**src/design/sparse_polynomial_term_table_macros.svh**
```systemverilog
// ----------------------------------------------------------------------------
// Sparse polynomial term table: assertion macros
// Shared concurrent assertion forms for the table's modules.
// ----------------------------------------------------------------------------
`ifndef SPARSE_POLYNOMIAL_TERM_TABLE_MACROS_SVH
`define SPARSE_POLYNOMIAL_TERM_TABLE_MACROS_SVH

// Same-cycle implication, disabled during reset.
`define SPT_ASSERT_IMPL(label, clk, rst_n, ante, cons, msg) \
	label: assert property (@(posedge clk) disable iff (!rst_n) (ante) |-> (cons)) \
		else $error(msg);

// Next-cycle implication, disabled during reset.
`define SPT_ASSERT_NEXT(label, clk, rst_n, ante, cons, msg) \
	label: assert property (@(posedge clk) disable iff (!rst_n) (ante) |=> (cons)) \
		else $error(msg);

`endif

```
**src/design/spt_pkg.sv**
```systemverilog
// ----------------------------------------------------------------------------
// Sparse polynomial term table: package
// Sizes, item mode codes and the controller/datapath command and status types.
// ----------------------------------------------------------------------------
`default_nettype none

package spt_pkg;

	localparam int EXP_SLOTS = 64;
	localparam int IDX_W     = (EXP_SLOTS > 1) ? $clog2(EXP_SLOTS) : 1;
	localparam int EXP_W     = 6;
	localparam int COEF_W    = 32;
	localparam int MODE_W    = 2;
	// Compare width wide enough for both an exponent field and a slot index
	localparam int CMP_W     = ((IDX_W > EXP_W) ? IDX_W : EXP_W) + 1;

	localparam logic [MODE_W-1:0] MODE_ADD   = 2'd0;
	localparam logic [MODE_W-1:0] MODE_DEL   = 2'd1;
	localparam logic [MODE_W-1:0] MODE_QUERY = 2'd2;

	typedef struct packed {
		logic             latch;
		logic             add_rd;
		logic             add_wr;
		logic             del;
		logic             scan_issue;
		logic [IDX_W-1:0] slot;
		logic             out_load;
	} spt_cmd_t;

	typedef struct packed {
		logic out_busy;
	} spt_sts_t;

endpackage

`default_nettype wire

```
**src/design/spt_ctrl.sv**
```systemverilog
// ----------------------------------------------------------------------------
// Sparse polynomial term table: controller
// Sequences add, delete-range and query items and drives the datapath.
// ----------------------------------------------------------------------------
`default_nettype none
`include "sparse_polynomial_term_table_macros.svh"

module spt_ctrl (
	input  wire                          clk,
	input  wire                          arst_n,
	input  wire                          item_valid,
	input  wire  [spt_pkg::MODE_W-1:0]   item_mode,
	output logic                         item_ready,
	output spt_pkg::spt_cmd_t            cmd,
	input  spt_pkg::spt_sts_t            sts
);

	localparam logic [2:0] ST_IDLE   = 3'd0;
	localparam logic [2:0] ST_ADD_RD = 3'd1;
	localparam logic [2:0] ST_ADD_WR = 3'd2;
	localparam logic [2:0] ST_DEL    = 3'd3;
	localparam logic [2:0] ST_SCAN   = 3'd4;
	localparam logic [2:0] ST_DRAIN  = 3'd5;
	localparam logic [2:0] ST_LOAD   = 3'd6;

	localparam logic [spt_pkg::IDX_W-1:0] LAST_SLOT = spt_pkg::IDX_W'(spt_pkg::EXP_SLOTS - 1);

	logic [2:0]                state_q, state_d;
	logic [spt_pkg::IDX_W-1:0] slot_q;
	logic                      drain_q;
	logic                      accept;

	assign item_ready = (state_q == ST_IDLE);
	assign accept     = item_valid && item_ready;

	always_comb begin
		cmd        = '0;
		cmd.slot   = slot_q;
		state_d    = state_q;
		case (state_q)
			ST_IDLE: begin
				if (accept) begin
					cmd.latch = 1'b1;
					case (item_mode)
						spt_pkg::MODE_ADD:   state_d = ST_ADD_RD;
						spt_pkg::MODE_DEL:   state_d = ST_DEL;
						spt_pkg::MODE_QUERY: state_d = ST_SCAN;
						default:             state_d = ST_IDLE;
					endcase
				end
			end
			ST_ADD_RD: begin
				cmd.add_rd = 1'b1;
				state_d    = ST_ADD_WR;
			end
			ST_ADD_WR: begin
				cmd.add_wr = 1'b1;
				state_d    = ST_IDLE;
			end
			ST_DEL: begin
				cmd.del = 1'b1;
				state_d = ST_IDLE;
			end
			ST_SCAN: begin
				cmd.scan_issue = 1'b1;
				if (slot_q == LAST_SLOT) state_d = ST_DRAIN;
			end
			ST_DRAIN: begin
				// wait for the read and multiply stages to empty
				if (drain_q) state_d = ST_LOAD;
			end
			ST_LOAD: begin
				if (!sts.out_busy) begin
					cmd.out_load = 1'b1;
					state_d      = ST_IDLE;
				end
			end
			default: state_d = ST_IDLE;
		endcase
	end

	always_ff @(posedge clk or negedge arst_n) begin
		if (!arst_n) begin
			state_q <= ST_IDLE;
			slot_q  <= '0;
			drain_q <= 1'b0;
		end else begin
			state_q <= state_d;
			if (state_q == ST_SCAN) begin
				slot_q <= (slot_q == LAST_SLOT) ? '0 : slot_q + 1'b1;
			end
			drain_q <= (state_q == ST_DRAIN) && !drain_q;
		end
	end

	`SPT_ASSERT_NEXT(a_query_starts_scan, clk, arst_n,
		accept && (item_mode == spt_pkg::MODE_QUERY), state_q == ST_SCAN,
		"query item did not start the slot scan")
	`SPT_ASSERT_NEXT(a_last_slot_drains, clk, arst_n,
		(state_q == ST_SCAN) && (slot_q == LAST_SLOT), (state_q == ST_DRAIN) && (slot_q == '0),
		"scan did not end after the last slot")

endmodule

`default_nettype wire

```
**config.mk**
```make
export PLATFORM = sky130hd
export DESIGN_NAME = spt_ctrl
export DESIGN_NICKNAME = d
export VERILOG_FILES = /design/src/design/spt_pkg.sv /design/src/design/spt_ctrl.sv
export VERILOG_INCLUDE_DIRS = /design/src /design/src/design
export SDC_FILE = /design/constraint.sdc
export NUM_CORES = 1
export LEC_CHECK = 0
export BUFFER_PORTS_ARGS = -buffer_cell sky130_fd_sc_hd__buf_4
export CORE_UTILIZATION = 42
export DETAILED_ROUTE_END_ITERATION = 6
export GPL_TIMING_DRIVEN = 0
export PLACE_DENSITY = 0.71
export SYNTH_ARGS = -nofsm -noshare
export SYNTH_HDL_FRONTEND = slang
export SYNTH_SLANG_ARGS = --single-unit
```
**constraint.sdc**
```tcl
create_clock -name clk -period 1.5 [get_ports clk]
set_clock_uncertainty 0.1 [all_clocks]
set_input_delay 0.375 -clock clk [delete_from_list [all_inputs] [get_ports clk]]
set_output_delay 0.375 -clock clk [all_outputs]
set_load 0.1 [all_outputs]
```
==> results.tsv, run 1 <==
stage	metric	value	unit
worst_setup_path	cpPeakStageDelay	0.42	ns
status	violations	setup timing	
route	ant_nets	0	
clock_tree	cts_max_path_buffers	2	
status	status	finished with violations	
sta	max_freq	521	MHz
synth	ys_seq_elements	10	
clock_tree	ctsHtreeMaxLevel	1	
sta	setup-violations-final	13	
sta	hold_viol	0	
worst_setup_path	crit_path_start_kind	flop	
sta	setup_ws	-0.421	ns
synth	postSynthCellCount	57	
global_route	antenna_found_initial	0	
placement	place.gp.congestion	0.724	
worst_setup_path	worstSetupPathType	flop to output pin	
sta	hold_slack	0.293	ns
die	die_h	38.2	um
sta	rsz0062_at_grt	true	
die	rows	12	
worst_setup_path	slowest_stage	dfrtp_1	
route	vias	549	
synth	ys_types	30	
die	die_area	1460	um2
global_route	top_usage_layer	met2	
job	maxCapViolCount	0	
layout	areaGrowthSynthToFinish	88.0	%
die	die_w	38.2	um
clock_tree	cts_num_sinks	10	
synth	avgSynthCellArea	9.68	um2
route	drc_errors	0	
placement	hpwl	812	um
route	finalWirelength	1.48	mm
global_route	grt_pass1_wl	2.00	mm
synth	seq_area_frac_synth	45.4	%
global_route	met1_usage	28.1	%
layout	fin_cells	104	
layout	n_antenna_cell	0	
synth	netlist_area	552	um2
global_route	grt_util_met3	5.23	%
die	start_util	47.7	%
clock_tree	cts.clk_slew.worst_paths	0.08	ns
worst_setup_path	path_delay_family	flip-flops	
synth	synth_warnings	0	
sta	min_period_over_period	128	%
worst_hold_path	hold_path.class	input pin to flop	
placement	dp_cells	89	
sta	period_minus_slack	1.92	ns
worst_setup_path	path_cells	or3b_1, buf_6, inv_12, buf_12	
layout	final_layout_size_suffix_gt1_share	58.9	%
route	wl_per_cell	14.3	um
route	vias_per_cell	5.28	
worst_setup_path	cp.required	1.02	ns
global_route	grt_util_all_layers	20.3	%
sta	maxSlewViolCount	0	
synth	yosys.area.top_type	dfrtp_1	
global_route	grt_overflow_total	0	
worst_setup_path	arrival	1.45	ns
route	drt_pass1_iterations	4	
clock_tree	cts_tree	done	
clock_tree	cts_buffers	3	
die	core	1160	um2
sta	worstMarginPinSlew	0.275	ns
clock_tree	cts_root_buf	clkbuf_4	
global_route	grt_max_degree	11	
synth	synth_fp_nets	64	
worst_setup_path	worstSetupEndpointType	output pin	
clock_tree	clock_latency	0.27	ns
global_route	grt_use_met2	32.6	%
layout	nets	98	
layout	final_util	89.7	%
global_route	first_global_vias	455	
placement	portBuffers	18	
worst_setup_path	path_buf_inv	3	
synth	synth.area.top_cells	dfrtp_1, nand2_1, buf_6	
synth	yosys.area.top_type_share	45.4	%
worst_setup_path	timing.critical_path.fanout_max	3	
die	ios	19	
sta	slew_headroom	81.4	%
route	drt_iter0_markers	6	
worst min-delay path, stage by stage:
cell      delay (ns)
buf_4           0.08
nor4bb_1        0.04
nor2_1          0.08
a21oi_1         0.05
registers in the layout (all words and copies together), names as in the netlist:
register / count
drain_q: 1
slot_q: 6
state_q: 3
through the flow:
stage / cell area [um2] / setup TNS (ns) / setup WS (ns)
finish: 1040 / -3.16 / -0.421
detailed placement: 795 / -1.23 / -0.359
floorplan: 642 / -3.60 / -0.825
global placement: 795 / -1.11 / -0.352
CTS: 966 / -3.22 / -0.475
global route: 1040 / -3.75 / -0.456
synthesized netlist by cell type:
library cell  number
and2_1             1
a31oi_1            1
and3b_2            1
nand3b_1           1
or3b_1             1
nand2b_1           1
a21o_1             1
ha_1               1
nand4_1            1
a211oi_1           1
o21ai_0            4
and4bb_2           1
xnor2_1            2
a21oi_1            2
or2b_1             1
nand3_1            2
o31ai_1            1
a211o_1            1
nor3_1             2
nor2_1             2
nand2_1            8
nor4_1             1
inv_2              1
inv_1              1
clkbuf_1           1
nor3b_1            2
buf_6              2
or3_1              1
nor4bb_1           2
dfrtp_1           10
layer usage:
layer | vias up | share of wire [%]
met4 | 0 | 0
met1 | 264 | 44
li1 | 272 | -
met5 | - | 0
met3 | 0 | 2.4
met2 | 13 | 54
cell type report:
type	instances	area, um2
Inverter	2	20.0
Buffer	2	26.3
Fill cell	51	119
Clock buffer	4	36.3
Sequential cell	10	267
Timing Repair Buffer	30	337
Tap cell	14	17.5
Multi-Input combinational cell	42	334
cell families after synthesis:
group / share of synthesized area [%]
flip-flops: 45.4
XOR/XNOR: 3.18
buffers and inverters: 6.12
AND/OR/NAND/NOR: 30.8
AO/OA/AOI/OAI: 12.2
adder cells (fa/ha/maj): 2.27
worst paths after layout:
path | cells after the start | slack (ns) | endpoint | from
max in group asynchronous | 2 | 0.77 | slot_q[1] | arst_n
hold reg to reg | 1 | 0.39 | slot_q[4] | slot_q[4]
setup / recovery | 4 | -0.42 | cmd[7] | state_q[1]
hold / removal | 4 | 0.29 | state_q[2] | item_mode[0]
setup reg to reg | 6 | -0.30 | slot_q[5] | state_q[1]
min in group asynchronous | 2 | 0.36 | slot_q[3] | arst_n
what timing repair did:
action	CTS	global route
setup endpoints to repair	13	14
endpoints found under the hold margin	10	0
setup buffers	5	6
pin swaps	6	3
resized for setup	23	9
hold buffers	1	0
cell usage in the layout, fill, tap and decap left out, types with 2 or more instances in the layout:
cell      instances
nand2_1           7
buf_12            6
nand3_1           2
buf_6             6
dfrtp_4           3
nor4bb_1          2
buf_8             3
dfrtp_1           3
o21ai_1           3
a21oi_1           2
dfrtp_2           4
xnor2_1           2
buf_4            16
clkbuf_4          3
Power of run 1 is not shown: default switching activity piles up to over one toggle a cycle in this logic, so the estimate is an artifact.
==> run 2: changes to the inputs <==
--- a/config.mk
+++ b/config.mk
@@ -6,11 +6,12 @@
 export SDC_FILE = /design/constraint.sdc
 export NUM_CORES = 1
 export LEC_CHECK = 0
-export BUFFER_PORTS_ARGS = -buffer_cell sky130_fd_sc_hd__buf_4
-export CORE_UTILIZATION = 42
+export CORE_AREA = 2 2 39 41
 export DETAILED_ROUTE_END_ITERATION = 6
+export DIE_AREA = 0 0 41 43
+export DONT_BUFFER_PORTS = 1
 export GPL_TIMING_DRIVEN = 0
-export PLACE_DENSITY = 0.71
+export PLACE_DENSITY = 0.58
 export SYNTH_ARGS = -nofsm -noshare
 export SYNTH_HDL_FRONTEND = slang
 export SYNTH_SLANG_ARGS = --single-unit
==> run 2 against run 1 <==
  * Critical path type unchanged
  * Global-route usage is 3.6 points lower
  * Wire length is 13% lower
  * Cell count is 13% lower
  * Via count is 9.8% lower
  * Sequential share of layout area is 6.0 points higher
  * Critical endpoint is now cmd[11]
  * The flow still finishes with violations (setup timing)
  * Non-clock buffer count is 16 lower
  * Clock-buffer cell count stayed put
  * Worst hold slack worse by 0.13 ns
  * Critical path depth is 1 lower
==> results.tsv, run 2 (synthesized netlist as in run 1, its figures left out) <==
stage	metric	value	unit
global_route	antenna_found_initial	0	
sta	maxSlewViolCount	0	
die	ios	19	
layout	areaGrowthSynthToFinish	52.2	%
clock_tree	ctsHtreeMaxLevel	1	
worst_setup_path	timing.critical_path.fanout_max	3	
layout	nets	82	
sta	max_freq	395	MHz
placement	portBuffers	0	
worst_setup_path	cp.required	1.02	ns
global_route	first_global_vias	428	
die	die_h	43	um
layout	top_regs	slot_q: 6 flops, state_q: 3 flops, drain_q: 1 flops	
layout	final_layout_size_suffix_gt1_share	51.4	%
job	maxCapViolCount	0	
worst_setup_path	path_buf_inv	1	
layout	final_cell_mix	buf_4, nand2_1, buf_6	
clock_tree	cts.clk_slew.worst_paths	0.07	ns
layout	n_antenna_cell	0	
worst_setup_path	path_delay_family	simple AND/OR/NAND/NOR gates	
status	status	finished with violations	
worst_setup_path	worstSetupEndpointType	output pin	
clock_tree	cts_root_buf	clkbuf_4	
global_route	grt_util_all_layers	16.7	%
sta	worstMarginPinSlew	1.05	ns
layout	nFillCells	121	
sta	period_minus_slack	2.53	ns
route	vias_per_cell	5.50	
worst_setup_path	arrival	2.05	ns
route	ant_nets	0	
global_route	grt_max_degree	11	
worst_setup_path	worstSetupPathType	flop to output pin	
layout	regArea	267	um2
clock_tree	cts_tree	done	
global_route	grt_overflow_total	0	
route	vias	495	
worst_hold_path	hold_path.class	input pin to flop	
clock_tree	cts_buffers	3	
status	violations	setup timing	
worst_setup_path	path_cells	clkbuf_8, nor3_4, and2_4	
route	wl_per_cell	14.4	um
layout	multi_input_area	342	um2
sta	rsz0062_at_grt	true	
layout	largest_reg_flops	6	
sta	min_period_over_period	169	%
clock_tree	clock_latency	0.26	ns
layout	regMostFlops	slot_q	
placement	dp_slack	-0.864	ns
die	die_w	41	um
clock_tree	cts_max_path_buffers	2	
worst_setup_path	slowest_stage	nor3_4	
clock_tree	cts_num_sinks	10	
global_route	grt_pass1_wl	2.02	mm
route	finalWirelength	1.29	mm
worst_setup_path	crit_path_start_kind	flop	
sta	setup-violations-final	15	
route	drc_errors	0	
worst_setup_path	cpPeakStageDelay	0.79	ns
sta	slew_headroom	30.1	%
sta	setup_ws	-1.03	ns
layout	layout_commonest_cell	buf_4	
sta	hold_viol	0	
placement	place.gp.congestion	0.690	
route	drt_iter0_markers	6	
die	die_area	1760	um2
die	core	1380	um2
route	drt_pass1_iterations	3	
die	start_util	39.9	%
die	rows	14	
placement	hpwl	792	um
## run 2: changes by cell type in the layout (fill, tap and decap cells not counted), sizes merged
cell | previous run | this run
buf | 31 | 14
clkbuf | 4 | 5
## run 2: path summary, 6_finish.rpt
path | end | from | cells past startpoint | slack [ns]
worst max-delay path | cmd[11] | state_q[2] | 3 | -1.03
worst min-delay path | state_q[0] | item_valid | 2 | 0.17
worst max register to register | slot_q[5] | state_q[1] | 6 | -0.34
worst min register to register | drain_q | drain_q | 1 | 0.52
max in group asynchronous | slot_q[1] | arst_n | 1 | 0.56
min in group asynchronous | state_q[2] | arst_n | 1 | 0.39
## run 2: metrics by stage
step           hold WS (ns)  cell area, um2  setup TNS (ns)  cells  util, %
5_1_grt               0.164             840           -7.32     90     60.7
4_1_cts               0.167             779           -7.11     83     56.3
2_1_floorplan       -0.0206             642           -3.60     57        -
3_5_place_dp        -0.0203             668           -4.17     73     48.3
3_3_place_gp        -0.0203             662           -4.29     73     47.8
6_report              0.166             840           -6.50     90     60.7
## run 2: cell type report
type | count | area share, %
plain buffers | 2 | 2.98
clock buffers | 4 | 4.32
inverters | 2 | 2.83
multi-input cells | 42 | 40.7
flip-flops and latches | 10 | 31.7
well taps | 16 | 2.38
repair buffers | 14 | 15.1
## run 2: repair_timing
| item | 4_1_cts | 5_1_grt |
|---|---|---|
| pin swaps | 4 | 2 |
| cloned | 0 | 0 |
| endpoints found under the setup margin | 14 | 14 |
| resized for setup | 8 | 6 |
| hold endpoints to repair | 10 | 0 |
| setup buffers | 5 | 9 |
| hold buffers | 1 | 0 |
## run 2: metal layers
| layer | vias to the layer above | part of all wire [%] | track usage (%) |
|---|---|---|---|
| met5 | - | 0 | 0 |
| met4 | 0 | 0 | 2.00 |
| met3 | 0 | 4.4 | 6.81 |
| met2 | 9 | 50 | 23.4 |
| met1 | 248 | 46 | 24.7 |
| li1 | 238 | - | - |
Power of run 2 is left out for the same reason.
==> run 3: changes to the inputs <==
--- a/config.mk
+++ b/config.mk
@@ -11,7 +11,7 @@
 export DIE_AREA = 0 0 41 43
 export DONT_BUFFER_PORTS = 1
 export GPL_TIMING_DRIVEN = 0
-export PLACE_DENSITY = 0.58
+export MAX_ROUTING_LAYER = met4
 export SYNTH_ARGS = -nofsm -noshare
 export SYNTH_HDL_FRONTEND = slang
 export SYNTH_SLANG_ARGS = --single-unit
==> run 3 against run 2 <==
  * The flow still finishes with violations (setup timing)
  * Sequential share of layout area up 0.78 points
  * Core utilization down 1.4 points
  * Clock-buffer cell count unchanged
  * Register-to-register slack worse by 0.14 ns
  * Critical endpoint is now cmd[0]
  * Critical path depth up 2
  * Non-clock buffer count down 3
  * Via count down 3.8%
  * Flip-flop and latch count unchanged
  * Global-route usage up 0.088 points
  * Wire length up 6.7%
  * First-iteration DRC count up 83%
==> results.tsv, run 3 (synthesized netlist as in run 1, its figures left out) <==
stage	metric	value	unit
worst_setup_path	worstSetupPathType	flop to output pin	
sta	min_period_over_period	175	%
route	drc_errors	0	
layout	regMostFlops	slot_q	
sta	maxSlewViolCount	0	
global_route	grt_util_all_layers	16.8	%
sta	hold_viol	0	
global_route	grt_pass1_wl	1.86	mm
worst_setup_path	path_cells	buf_6, buf_4, buf_6, or2b_1, nor3b_4	
job	maxCapViolCount	0	
sta	max_freq	382	MHz
worst_setup_path	reg2regPathDepth	8	
worst_hold_path	whs_path_depth	2	
route	drt_iter0_markers	11	
clock_tree	cts_root_buf	clkbuf_4	
worst_hold_path	hold_path.class	input pin to flop	
layout	fin_cells	87	
route	finalWirelength	1.38	mm
worst_setup_path	cp.depth	5	
route	vias_per_cell	5.47	
worst_setup_path	cpMostUsedCell	buf_6	
layout	layout_commonest_cell	buf_6	
worst_setup_path	worstSetupEndpointType	output pin	
placement	place.gp.congestion	0.660	
global_route	antenna_found_initial	0	
worst_setup_path	r2r_end	slot_q[5]	
clock_tree	cts_num_sinks	10	
layout	top_regs	slot_q: 6 flops, state_q: 3 flops, drain_q: 1 flops	
placement	dp_cells	73	
layout	final_cell_mix	buf_6, nand2_1, buf_4	
sta	setup-violations-final	14	
route	wl_per_cell	15.9	um
die	start_util	39.9	%
die	core	1380	um2
placement	dp_slack	-0.861	ns
route	ant_nets	0	
worst_setup_path	ff2ff_setup_slack	-0.48	ns
global_route	grt_overflow_total	0	
die	die_w	41	um
route	vias	476	
worst_hold_path	min-delay-start	item_valid	
die	die_area	1760	um2
die	ios	19	
global_route	grt_max_degree	11	
sta	setup_ws	-1.12	ns
worst_hold_path	min_to	state_q[0]	
die	die_h	43	um
clock_tree	cts.clk_slew.worst_paths	0.08	ns
clock_tree	clock_latency	0.28	ns
global_route	first_global_vias	404	
worst_setup_path	slowest_stage	nor3b_4	
worst_setup_path	path_delay_family	simple AND/OR/NAND/NOR gates	
sta	tns	-8.07	ns
layout	largest_reg_flops	6	
sta	worstMarginPinSlew	1.07	ns
worst_setup_path	reg2reg_from	state_q[1]	
route	drt_pass1_iterations	4	
layout	nets	79	
clock_tree	cts_tree	done	
layout	regArea	267	um2
worst_setup_path	path_buf_inv	3	
worst_setup_path	cp.required	1.02	ns
sta	rsz0062_at_grt	true	
clock_tree	cts_max_path_buffers	2	
clock_tree	cts_buffers	3	
sta	period_minus_slack	2.62	ns
placement	portBuffers	0	
status	violations	setup timing	
clock_tree	ctsHtreeMaxLevel	1	
layout	n_antenna_cell	0	
worst_setup_path	arrival	2.14	ns
placement	hpwl	836	um
worst_setup_path	cpPeakStageDelay	0.91	ns
layout	final_layout_size_suffix_gt1_share	50.7	%
die	rows	14	
layout	multi_input_area	343	um2
worst_setup_path	timing.critical_path.fanout_max	4	
layout	areaGrowthSynthToFinish	48.5	%
sta	slew_headroom	28.4	%
status	status	finished with violations	
worst_setup_path	crit_path_start_kind	flop	
layout	nFillCells	118	
-- run 3: worst max path at each step --
stage	to	startpoint	slack (ns)
after floorplan	cmd[11]	state_q[2]	-0.83
after global placement	cmd[11]	state_q[2]	-0.86
after detailed placement	cmd[11]	state_q[2]	-0.86
after CTS	cmd[11]	state_q[1]	-1.08
after global routing	cmd[0]	state_q[1]	-1.15
final	cmd[0]	state_q[1]	-1.12
-- run 3: layer usage --
metal  global-route usage (%)  vias to the layer above  part of all wire (%)
li1                         -                      231                     -
met1                     20.5                      235                    42
met2                     23.1                        8                    53
met3                     8.90                        2                   4.0
met4                     6.00                        0                   1.0
met5                        -                        -                     0
-- run 3: through the flow --
step	utilization, %	instance area [um2]	hold WS (ns)
6_report	59.2	820	0.164
3_5_place_dp	48.3	668	-0.0204
2_1_floorplan	-	642	-0.0206
4_1_cts	53.3	738	0.166
5_1_grt	59.2	820	0.176
3_3_place_gp	47.8	662	-0.0204
-- run 3: what timing repair did --
item,CTS,global route
cloned,0,0
endpoints found under the hold margin,10,0
gates resized for setup,4,9
pin swaps,4,3
hold buffers,1,0
setup buffers,2,7
endpoints found under the setup margin,13,14
-- run 3: area by class of cell --
class                           instances  share of cell area (%)
Multi-Input combinational cell         42                    41.8
Sequential cell                        10                    32.5
Tap cell                               16                    2.44
Timing Repair Buffer                   10                    11.3
Buffer                                  3                    4.58
Clock buffer                            4                    4.43
Inverter                                2                    2.90
Power of run 3 is left out for the same reason.
